### config.mk
export PLATFORM = sky130hd
export DESIGN_NAME = bfa_ram
export DESIGN_NICKNAME = d
export VERILOG_FILES = /design/src/sv/bfa_ram.sv
export SDC_FILE = /design/constraint.sdc
export NUM_CORES = 2
export LEC_CHECK = 0
export BUFFER_PORTS_ARGS = -buffer_cell sky130_fd_sc_hd__buf_4
export CAP_MARGIN = 25
export CORE_ASPECT_RATIO = 1.75
export CORE_MARGIN = 8
export CORE_UTILIZATION = 50
export DETAILED_ROUTE_END_ITERATION = 8
export PLACE_DENSITY = 0.65
export SYNTH_ARGS = -nofsm -noshare
export SYNTH_HDL_FRONTEND = slang
export SYNTH_SLANG_ARGS = --single-unit
### constraint.sdc
create_clock -name clk -period 6.7 [get_ports clk]
set_input_delay 0 -clock clk [delete_from_list [all_inputs] [get_ports clk]]
set_output_delay 0 -clock clk [all_outputs]
set_load 0.05 [all_outputs]
### src/sv/bfa_ram.sv
// Generic single-write, single-read synchronous RAM with registered read data.
`default_nettype none

module bfa_ram #(
	parameter int unsigned WIDTH = 64,
	parameter int unsigned DEPTH = 64,
	localparam int unsigned AW = (DEPTH > 1) ? $clog2(DEPTH) : 1
) (
	input  wire logic             clk,
	input  wire logic             we,
	input  wire logic [AW-1:0]    waddr,
	input  wire logic [WIDTH-1:0] wdata,
	input  wire logic             re,
	input  wire logic [AW-1:0]    raddr,
	output logic      [WIDTH-1:0] rdata
);

	logic [WIDTH-1:0] mem [DEPTH];

	// write one entry, read one entry into the output register
	always_ff @(posedge clk) begin
		if (we) begin
			mem[waddr] <= wdata;
		end
		if (re) begin
			rdata <= mem[raddr];
		end
	end

endmodule

`default_nettype wire

Yosys cells after proc, flatten, opt, wreduce, memory -nomap -nowiden:

Memory sizes are Yosys's and may differ from the RTL's. A register that Yosys moved wholly into a read port is not among the register bits.
Index checks and enable logic that the tools add are counted.

* muxes and demuxes: 2

Operator list (number)
* two-way mux 1 bit: 2

* flip-flop bits (word level): 0
* bits in writable memories: 4096
* input bits: 79
* output and inout bits: 64
* word-level logic and storage cells: 3
* memories kept: 1

Memories
* mem: words 64, bits a word 64, rd ports 1, clocked after Yosys merged registers in 1, write ports 1, line 18 `logic [WIDTH-1:0] mem [DEPTH];`

Logic depth before layout (Yosys ltp):

* depth in word-level cells: 2
* depth in mapped cells: 9
* depth with buffers taken out: 5

Worst setup path after synthesis:

OpenSTA, ideal clock, no wires.

* kind: in2reg
* start point: input waddr[3]
* end point: memory mem[48][0], enable pin
* setup time: 0.564 ns
* arrival: 4.872 ns
* required time: 6.136 ns
* slack: 1.264 ns
* stages: 4
* path through: clkbuf_1 nor2b_1 nand4b_1 nor3_1

RTL lines
* start: declaration: line 11 `input wire logic [AW-1:0] waddr,`
* end: declaration: line 18

Straight into the memory's write port.

==> impl_metrics.toml <==
[sta]
period_minus_slack_ns = 3.38
skew_ns = 0.0387
finalHoldViolCount = 0
slew_violations = 0
fin_crit_sh_pct = 50.4
fmax_ghz = 0.296
tightest_slew_ns = 1.14
rsz0062_at_grt = "false"
max_slew_margin_pct = 24.0
fin_tns_setup_ns = 0
setup_violations = 0
worst_slack_ns = 3.32

[power_and_ir_drop]
p_leak_uw = 0.0546
p_seq_share_pct = 55.1
p_sw_uw = 11000
sw_frac_of_total_pct = 21.0
clockPowerShare_pct = 40.0
powerDensity_nw_per_um2 = 297
p_comb_share_pct = 4.9
intPower_uw = 41500
peakVddDrop_v = 0.000313

[logic_synthesis]
netlist_instances = 6598
synth-seq-cells = 4160
seq_area_frac_synth_pct = 79.6
yosysTopAreaCell = "edfxtp_1"
synthTopCellsByArea = "edfxtp_1, mux4_2, mux2i_1"
syn_area_um2 = 157000
syn_area_per_cell_um2 = 23.8
synth_nets = 6677
synth_warnings = 0
ys_types = 32
synth_top_area_share_pct = 79.6

[cts]
cts_tree = "done"
postCtsSetupRepairBufs = 0
cts_max_level = 5
cts_buffers = 362
clkTransAtPathRegs_ns = 0.06
cts.sink_count = 4160
clkLatencyLatePin_ns = 0.91
cts_root_buf = "clkbuf_16"
cts_max_path_buffers = 4

[die]
start_util_pct = 50.1
num_rows = 272
die_area_um2 = 333000
core_region_area_um2 = 313000
die-height_um = 757
fp.dieW_um = 440
io_pins = 143

[place]
place_ws_ns = 2.95
hpwlAfterDp_mm = 222
gp_congestion = 0.777
port_buffers = 142

[critical_path]
worst_ep_arrival_time_ns = 3.95
cp-start-kind = "input pin"
worstPathCellList = "dlygate4sd3_1, buf_4, nor2_4, buf_4, a22oi_1, and3_1, a211oi_1"
critical_path_required_ns = 7.27
worst_setup_path_end_kind = "flop"
startpoint = "raddr[3]"
path_max_fanout = 45
ff2ff_path_depth = 5
reg2reg_to = "rdata[46]"
crit_path_top_delay_cell = "buf_4"
path_class = "input pin to flop"
cp-endpoint = "rdata[24]"
rrSetupSlack_ns = 4.53
critPathMaxStageDelay_ns = 0.91
cp_common_cell = "buf_4"
reg2reg_from = "mem[13][46]"

[job]
cap_violations = 0

[grt]
met1_usage_pct = 31.2
gr-total-overflow = 0
grt_max_degree = 111
use_met2_pct = 45.9
busiest_layer = "met2"
grt_pass1_wl_mm = 595
met3_usage_pct = 3.46
grtUsageTotal_pct = 25.4
antenna_found_initial = 21
grt_pass1_vias = 76800

[detailed_routing]
antenna_left = 0
post-route-drc-count = 0
drt-pass1-iter-count = 5
vias_per_cell = 6.57
drtIter0Drc = 9317
route.vias.total = 74900
routedWlPerCell_um = 37.5
routed_wl_mm = 428

[finish]
regArea_um2 = 125000
layout_common_cells = "edfxtp_1, mux4_2, clkbuf_16"
drive_above_1_share_pct = 27.0
area_delta_synth_final_pct = 12.6
final_common_cell = "edfxtp_1"
multi_input_area_um2 = 30800
nets = 7077
fill_cells = 22600

[run_status]
status = "finished clean"

[worst_hold_path]
hp-class = "input pin to flop"
[cells in the mapped netlist]
library cell and number:
nor3_1 2, nand4b_1 1, mux2i_1 135, a211oi_1 63
nand3b_1 2, nor2_1 112, nand4_1 2, and2_1 3
a31o_1 1, inv_1 19, buf_2 170, and3_1 64
clkbuf_1 140, o221ai_1 38, or3_1 29, edfxtp_1 4160
a22oi_1 168, a31oi_1 18, o22ai_1 83, or2_2 28
mux4_2 1024, buf_1 20, or3b_2 1, a2bb2oi_1 19
buf_4 34, nand2b_1 11, a22o_1 88, nor2b_1 28
nand3_1 45, buf_6 6, a41oi_1 26, nand2_1 58
[layer usage]
layer  part of all wire [%]  vias to the layer above
li1                       -                    29300
met1                     35                    41000
met2                     54                     3745
met3                    7.5                      917
met4                    4.4                        2
met5                 0.0030                        -
[critical path: cells and delay by family]
family | cells | cell delay (ns)
AND/OR/NAND/NOR | 2 | 1.14
buffers and inverters | 3 | 1.74
AO/OA/AOI/OAI | 2 | 0.97
[stage by stage]
step | instance area [µm²] | utilization [%] | instances | power, µW | hold slack (ns)
after floorplan | 157000 | - | 6598 | 31000 | 0.0989
after global placement | 164000 | 52.4 | 10700 | 32000 | 0.500
after detailed placement | 164000 | 52.4 | 10700 | 32100 | 0.496
after CTS | 177000 | 56.4 | 11400 | 52800 | 0.0417
after global routing | 177000 | 56.4 | 11400 | 53800 | 0.108
final | 177000 | 56.5 | 11400 | 52500 | 0.0693
[power by group through the flow]
stage	Combinational (µW)	Clock, µW	Sequential (µW)
5_1_grt	2730	22100	29000
4_1_cts	2610	21300	29000
3_3_place_gp	2510	0	29500
6_report	2590	21000	29000
3_5_place_dp	2560	0	29500
2_1_floorplan	1340	0	29600
[worst min path at each step]
stage / start / end / slack [ns] / cells past startpoint
floorplan: wdata[0] / mem[0][0] / 0.1 / 0
global placement: rdata[34] / rdata[34] / 0.50 / 1
detailed placement: rdata[34] / rdata[34] / 0.50 / 1
CTS: raddr[2] / rdata[5] / 0.04 / 5
global route: raddr[2] / rdata[5] / 0.11 / 5
finish: raddr[2] / rdata[5] / 0.07 / 5
[kinds of logic (layout without fill, tap and decap cells)]
family	Yosys count	count (layout)	share of synthesized area, %
compound gates	504	504	2.47
buf+inv	389	1075	1.18
flops	4160	4160	79.6
mux	1159	1159	15.6
other cells	0	8	0
simple gates	386	386	1.23
[area by class of cell]
class | instances | share of cell area (%)
clock buffer | 427 | 5.36
antenna | 8 | 0.0113
clock inverter | 223 | 1.23
multi-input combinational | 2049 | 17.4
inverter | 19 | 0.0403
sequential | 4160 | 70.7
tap | 4110 | 2.91
timing repair buffer | 406 | 2.36
[flip-flops by register name, indices dropped and copies added, names as in the netlist]
name and flops:
mem 4096, rdata 64
[repair_timing]
item,in CTS,in global routing
hold buffers,80,0
endpoints found under the hold margin,4392,0
resized for setup,0,0
Note: power is estimated with default switching activity, not from simulation.
