--- config.mk ---
export PLATFORM = sky130hd
export DESIGN_NAME = bfa_word_eval
export DESIGN_NICKNAME = d
export VERILOG_FILES = /design/src/sv/bfa_pkg.sv /design/src/sv/bfa_word_eval.sv
export SDC_FILE = /design/constraint.sdc
export NUM_CORES = 1
export LEC_CHECK = 0
export ABC_AREA = 1
export BUFFER_PORTS_ARGS = -buffer_cell sky130_fd_sc_hd__buf_2
export CAP_MARGIN = 15
export CELL_PAD_IN_SITES_DETAIL_PLACEMENT = 1
export CELL_PAD_IN_SITES_GLOBAL_PLACEMENT = 1
export CORE_AREA = 2 2 249 251
export DETAILED_ROUTE_END_ITERATION = 8
export DIE_AREA = 0 0 251 253
export MAX_ROUTING_LAYER = met4
export PLACE_DENSITY_LB_ADDON = 0.1
export SETUP_SLACK_MARGIN = 0.3
export SYNTH_ARGS = -nofsm -noshare
export SYNTH_HDL_FRONTEND = slang
export SYNTH_SLANG_ARGS = --single-unit
--- constraint.sdc ---
create_clock -name vclk -period 11.95
set_input_delay 0.5975 -clock vclk [all_inputs]
set_output_delay 0.5975 -clock vclk [all_outputs]
set_load 0.01 [all_outputs]
--- src/sv/bfa_pkg.sv ---
// Shared types and constants of the bitmap frame allocator.
`default_nettype none

package bfa_pkg;

	localparam int unsigned FRAME_W      = 12;
	localparam int unsigned CNT_W        = 13;
	localparam int unsigned FRAMES_TOTAL = 4096;
	localparam logic [CNT_W-1:0] MAX_FRAMES = CNT_W'(FRAMES_TOTAL);

	// request kinds; the fourth code is refused
	localparam logic [1:0] REQ_ALLOC   = 2'd0;
	localparam logic [1:0] REQ_RELEASE = 2'd1;
	localparam logic [1:0] REQ_RESERVE = 2'd2;

	// result status codes
	localparam logic [1:0] STAT_DONE   = 2'd0;
	localparam logic [1:0] STAT_NO_RUN = 2'd1;
	localparam logic [1:0] STAT_BAD    = 2'd2;

	typedef struct packed {
		logic [1:0]         req_type;
		logic [FRAME_W-1:0] start_frame;
		logic [CNT_W-1:0]   frame_count;
	} req_t;

	typedef struct packed {
		logic [1:0]         status;
		logic [FRAME_W-1:0] frame;
		logic [CNT_W-1:0]   free_count;
	} res_t;

	// outcome of searching one map word for a free run
	typedef struct packed {
		logic               found;
		logic [FRAME_W-1:0] first;
		logic [CNT_W-1:0]   run_next;
	} eval_t;

	typedef enum logic [2:0] {
		ST_IDLE,
		ST_CHECK,
		ST_SCAN,
		ST_DIV,
		ST_BASE,
		ST_MARK
	} state_t;

endpackage

`default_nettype wire

--- src/sv/bfa_word_eval.sv ---
// First-fit run search over one map word, continuing a run from lower words.
`default_nettype none

module bfa_word_eval #(
	parameter int unsigned MAP_WORD_BITS = 64
) (
	input  wire logic [MAP_WORD_BITS-1:0]  used_word,
	input  wire logic [bfa_pkg::CNT_W-1:0] base,
	input  wire logic [bfa_pkg::CNT_W-1:0] limit,
	input  wire logic [bfa_pkg::CNT_W-1:0] run_in,
	input  wire logic [bfa_pkg::CNT_W-1:0] count,
	output bfa_pkg::eval_t                 res
);
	import bfa_pkg::*;

	localparam int unsigned W  = MAP_WORD_BITS;
	localparam int unsigned CB = $clog2(W + 1);
	localparam int unsigned JW = $clog2(W);

	logic [CNT_W:0]          lim_rem;
	logic [W-1:0]            free;
	logic [W-1:0]            pf;
	logic [W-1:0]            lvl [CB];
	logic [W-1:0]            acc;
	logic [W-1:0]            win;
	logic [W-1:0]            span;
	logic [W-1:0]            hit;
	logic [CB-1:0]           low_cnt;
	logic signed [CNT_W+1:0] need;
	logic [JW-1:0]           hit_idx;
	logic [JW-1:0]           top_used;
	logic                    any_used;
	logic [CNT_W+1:0]        first_w;

	always_comb begin
		// free bits: clear in the map, below the limit, never frame zero
		lim_rem = {1'b0, limit} - {1'b0, base};
		for (int j = 0; j < W; j++) begin
			free[j] = ~used_word[j] && ((CNT_W+1)'(j) < lim_rem);
		end
		if (base == '0) begin
			free[0] = 1'b0;
		end

		// all bits from the bottom up to each position are free
		pf[0] = free[0];
		for (int j = 1; j < W; j++) begin
			pf[j] = pf[j-1] & free[j];
		end

		// windows of power-of-two length that end at each position
		lvl[0] = free;
		for (int k = 1; k < CB; k++) begin
			lvl[k] = lvl[k-1] & (lvl[k-1] << (1 << (k - 1)));
		end

		// compose a window of exactly count bits wholly inside the word
		acc = '1;
		for (int k = 0; k < CB; k++) begin
			low_cnt = count[CB-1:0] & CB'((1 << k) - 1);
			if (count[k]) begin
				acc = acc & (lvl[k] << low_cnt);
			end
		end
		win = (count > CNT_W'(W)) ? '0 : acc;

		// runs that reach down into lower words
		need = $signed({2'b00, count}) - $signed({2'b00, run_in}) - (CNT_W+2)'(1);
		for (int j = 0; j < W; j++) begin
			span[j] = pf[j] && ($signed((CNT_W+2)'(j)) >= need);
		end

		hit = win | span;

		// lowest hit position
		hit_idx = '0;
		for (int j = W - 1; j >= 0; j--) begin
			if (hit[j]) begin
				hit_idx = JW'(j);
			end
		end

		// highest used position, for the run carried upward
		any_used = ~&free;
		top_used = '0;
		for (int j = 0; j < W; j++) begin
			if (!free[j]) begin
				top_used = JW'(j);
			end
		end

		first_w = (CNT_W+2)'(base) + (CNT_W+2)'(hit_idx) + (CNT_W+2)'(1)
			- (CNT_W+2)'(count);

		res.found    = |hit;
		res.first    = first_w[FRAME_W-1:0];
		res.run_next = any_used ? (CNT_W'(W - 1) - CNT_W'(top_used))
			: (run_in + CNT_W'(W));
	end

endmodule

`default_nettype wire

# ---- Word level (Yosys, flattened, before mapping)
# Cells that the tools add are included.
dict set report word_totals {
  register_bits 0
  out_inout_bits 26
  word_cells 551
  inputBits 116
}
dict set report op_classes {
  mux 137
  n_reduce_logical 131
  shift 6
  n_lt_le_gt_ge 129
  n_bitwise 140
  n_addsub 8
}
# operator n
set ops {}
lappend ops {{64-bit AND} 12}
lappend ops {{6-bit two-way mux} 126}
lappend ops {{64-bit two-way mux} 8}
lappend ops {{7-bit by 15-bit >= comparator with 1-bit output (first input constant)} 32}
lappend ops {{6-bit by 14-bit less-than comparator with 1-bit output (first input constant)} 32}
lappend ops {{6-bit by 15-bit >= comparator with 1-bit output (first input constant)} 16}
lappend ops {{5-bit by 14-bit less-than comparator with 1-bit output (first input constant)} 16}
lappend ops {{1-bit logical AND} 128}
lappend ops {{5-bit by 15-bit >= comparator with 1-bit output (first input constant)} 8}
lappend ops {{4-bit by 14-bit less-than comparator with 1-bit output (first input constant)} 8}
lappend ops {{1-bit inverter} 64}
lappend ops {{64-bit OR} 1}
lappend ops {{64-bit AND reduction} 1}
lappend ops {{64-bit OR reduction} 1}
lappend ops {{64-bit by 1-bit << shifter with 64-bit output} 1}
lappend ops {{64-bit by 2-bit << shifter with 64-bit output} 1}
lappend ops {{64-bit by 3-bit << shifter with 64-bit output} 1}
lappend ops {{64-bit by 4-bit << shifter with 64-bit output} 1}
lappend ops {{64-bit by 5-bit << shifter with 64-bit output} 1}
lappend ops {{64-bit by 6-bit << shifter with 64-bit output} 1}
lappend ops {{1-bit AND} 63}
lappend ops {{4-bit by 15-bit >= comparator with 1-bit output (first input constant)} 4}
lappend ops {{3-bit by 14-bit less-than comparator with 1-bit output (first input constant)} 4}
lappend ops {{3-bit by 15-bit >= comparator with 1-bit output (first input constant)} 2}
lappend ops {{other kinds (15)} 19}

# ---- Logic depth before layout (Yosys ltp)
dict set report logic_depth {
  depth_word 136
  ltp_mapped 117
  depth_no_buf 112
}

# ---- Least setup slack after synthesis
# OpenSTA, ideal clock, no wires.
dict set report synth_path {
  path_kind {input -> output}
  from {in count[0] (netlist name)}
  to {out res[23] (netlist name)}
  t_required_ns 11.353
  arrival_ns 11.305
  path_stages 112
  path_slack_ns 0.048
  n_path_buf 10
  cell_sequence {clkbuf_1 inv_1 buf_1 clkbuf_1 clkbuf_1 clkbuf_1 clkbuf_1 clkbuf_1 clkbuf_1 clkbuf_1 buf_1 ha_1 fa_1 ha_1 inv_1 or2_2 nor2_1 inv_1 [... 76 more ...] nand2_1 nand2_1 a21oi_2 fa_1 fa_1 nand3_1 nand2_1 a21oi_1 inv_1 a21oi_1 inv_1 a21oi_1 inv_1 a21oi_1 nor2_1 o21ai_0 nand2_1 xor2_1}
}
# element line
set synth_lines {}
lappend synth_lines {{from (decl)} bfa_word_eval.sv:11} ;# input wire logic [bfa_pkg::CNT_W-1:0] count,
lappend synth_lines {{to (decl)} bfa_word_eval.sv:12} ;# output bfa_pkg::eval_t res

==> flow_metrics.tcl <==
set metrics [dict create \
    grt_pass1_wl_mm 155 \
    hold_viol 0 \
    min_from "run_in[6]" \
    drc_errors 0 \
    dr.pass1.iters 5 \
    n_fill_cell 8395 \
    drtAntennaViolNets 0 \
    path_common_cell "nand2_1" \
    grtUsageMet3_pct 4.04 \
    required_ps 11350 \
    crit_path_max_incr_delay_ps 590 \
    period_minus_slack_ps 11020 \
    post_drt_wl_per_cell_um 26.4 \
    ir_worst_vdd_mv 0.0308 \
    ios 142 \
    ys_seq_area_share_pct 0 \
    antenna_found_initial 2 \
    drt_iter0_drc 1771 \
    yosysMostFrequentCell "nand2_1" \
    holdPathEnd "res[6]" \
    hold_class "in2out" \
    final_layout_size_suffix_gt1_share_pct 24.8 \
    portBuffers 142 \
    postCtsHoldBufs 0 \
    syn_to_final_growth_pct 27.7 \
    yosys_warnings 0 \
    path_max_fanout 5 \
    nClkBuffers 0 \
    synth_fp_nets 3235 \
    cp-end-kind "output pin" \
    die_h_um 253 \
    met1_usage_pct 44.3 \
    status "finished, final reports clean" \
    rsz0062_at_grt "true" \
    overflow 0 \
    setup_viol 0 \
    rows 91 \
    slew_headroom_pct 29.7 \
    hold_depth 3 \
    die_w_um 251 \
    core_area_um2 61000 \
    met2_usage_pct 53.7 \
    cp_slowest_cell "o211ai_1" \
    min_period_over_period_pct 92.2 \
    vias_per_cell 5.57 \
    maxCapViolCount 0 \
    initial_core_util_pct 24.7 \
    first_global_vias 22800 \
    synth_area_leaders "nand2_1 19%, inv_1 12%, o21ai_0 9.2%" \
    p_leak_nw 9.05 \
    tightest_slew_ps 1050 \
    via_count 22800 \
    fin_ws_ps 935 \
    grt_use_total_pct 33.7 \
    top_usage_layer "met2" \
    power_mw 0.809 \
    grt_start_max_net_pins 125 \
    syn_inst 3064 \
    synth.distinct_cells 72 \
    synth_commonest_cells "771 x nand2_1, 469 x inv_1, 351 x nor2_1, 279 x o21ai_0, 168 x a21oi_1" \
    dp_slack_ps -88.5 \
    drt-total-wl_mm 108 \
    layout.nets 3470 \
    ff_latch_area_um2 0 \
    setup.worst_path.start_class "input port" \
    synth.top_cell.area_share_pct 19.2 \
    gp_routability_congestion 1.06 \
    syn_area_per_cell_um2 4.93 \
    pwr_density_cell_nw_per_um2 41.9 \
    dp_hpwl_mm 90.0 \
    dieArea_um2 63500 \
    final.setup.tns_ps 0 \
    slew_viol_final 0 \
    worst_ep_arrival_time_ps 10420 \
    yosys.area.top_type "nand2_1" \
    hold-worst-slack_ps 1490 \
    syn-cell-area_um2 15100 \
    nFlopsAndLatches 0 \
    crit_type "in2out" \
    timing.fmax_mhz 90.8 \
]
## placed cells by master, fill, tap and decap left out, drive strengths merged, types with 28 or more instances in the layout
| cell | count |
|---|---|
| nand2 | 809 |
| inv | 537 |
| nor2 | 406 |
| o21ai | 406 |
| buf | 363 |
| a21oi | 170 |
| nand3 | 137 |
| o22ai | 50 |
| ha | 47 |
| o211ai | 43 |
| nor3 | 39 |
| nand4 | 34 |
| xor2 | 28 |
## report_power, final
| group | switching [mW] | internal (mW) | leakage, nW |
|---|---|---|---|
| combinational | 0.576 | 0.232 | 9.05 |
| clock | 0 | 0.00000000755 | 0.00000892 |
| sequential | 0 | 0 | 0 |
## logic make-up (layout without fill, tap and decap cells)
group | count (synthesis) | count (layout) | synth area share [%]
and+or+nand+nor | 1457 | 1457 | 41.9
AOI/OAI and AO/OA | 847 | 847 | 33.9
buffers and inverters | 669 | 902 | 17.0
adders and majority gates | 55 | 55 | 4.96
xor gates and xnor gates | 35 | 35 | 2.28
muxes | 1 | 1 | 0.0663
other | 0 | 2 | 0
## critical path: cells and delay by family
kind,cells,cell delay [ps]
adder cells (fa/ha/maj),4,1060
XOR/XNOR,2,360
AO/OA/AOI/OAI,10,2120
AND/OR/NAND/NOR,75,4940
buffers and inverters,10,1300
## worst max path at each step
stage / start / end / cells past startpoint
after floorplan: count[0] / res[23] / 112
after global placement: base[0] / res[23] / 107
after detailed placement: base[0] / res[23] / 107
after CTS: base[0] / res[23] / 107
after global routing: base[0] / res[24] / 101
final: base[0] / res[24] / 101
## repair_timing
action                                  4_1_cts  5_1_grt
pin swaps                                     1       61
endpoints found under the setup margin        3       11
buffers inserted                              1       46
gates resized for setup                       7      349
## cell type report
| cell class | instances | area (um2) | share of cell area, % |
|---|---|---|---|
| well taps | 790 | 988 | 5.12 |
| repair buffers | 363 | 2460 | 12.7 |
| diodes | 2 | 5.00 | 0.0259 |
| multi-input cells | 2395 | 13800 | 71.4 |
| inverters | 539 | 2060 | 10.7 |
## through the flow
step | utilization, % | instances | instance area, um2
floorplan | - | 3064 | 15100
global placement | 28.9 | 4040 | 17600
detailed placement | 28.9 | 4040 | 17600
CTS | 28.9 | 4041 | 17700
global route | 31.6 | 4088 | 19300
finish | 31.6 | 4089 | 19300
## metal layers
metal / vias up / part of all wire [%]
met2: 794 / 45
li1: 10600 / -
met3: 169 / 6.5
met1: 11300 / 45
met4: 0 / 4.2
met5: - / 0
Note: power is estimated with default switching activity, not from simulation.
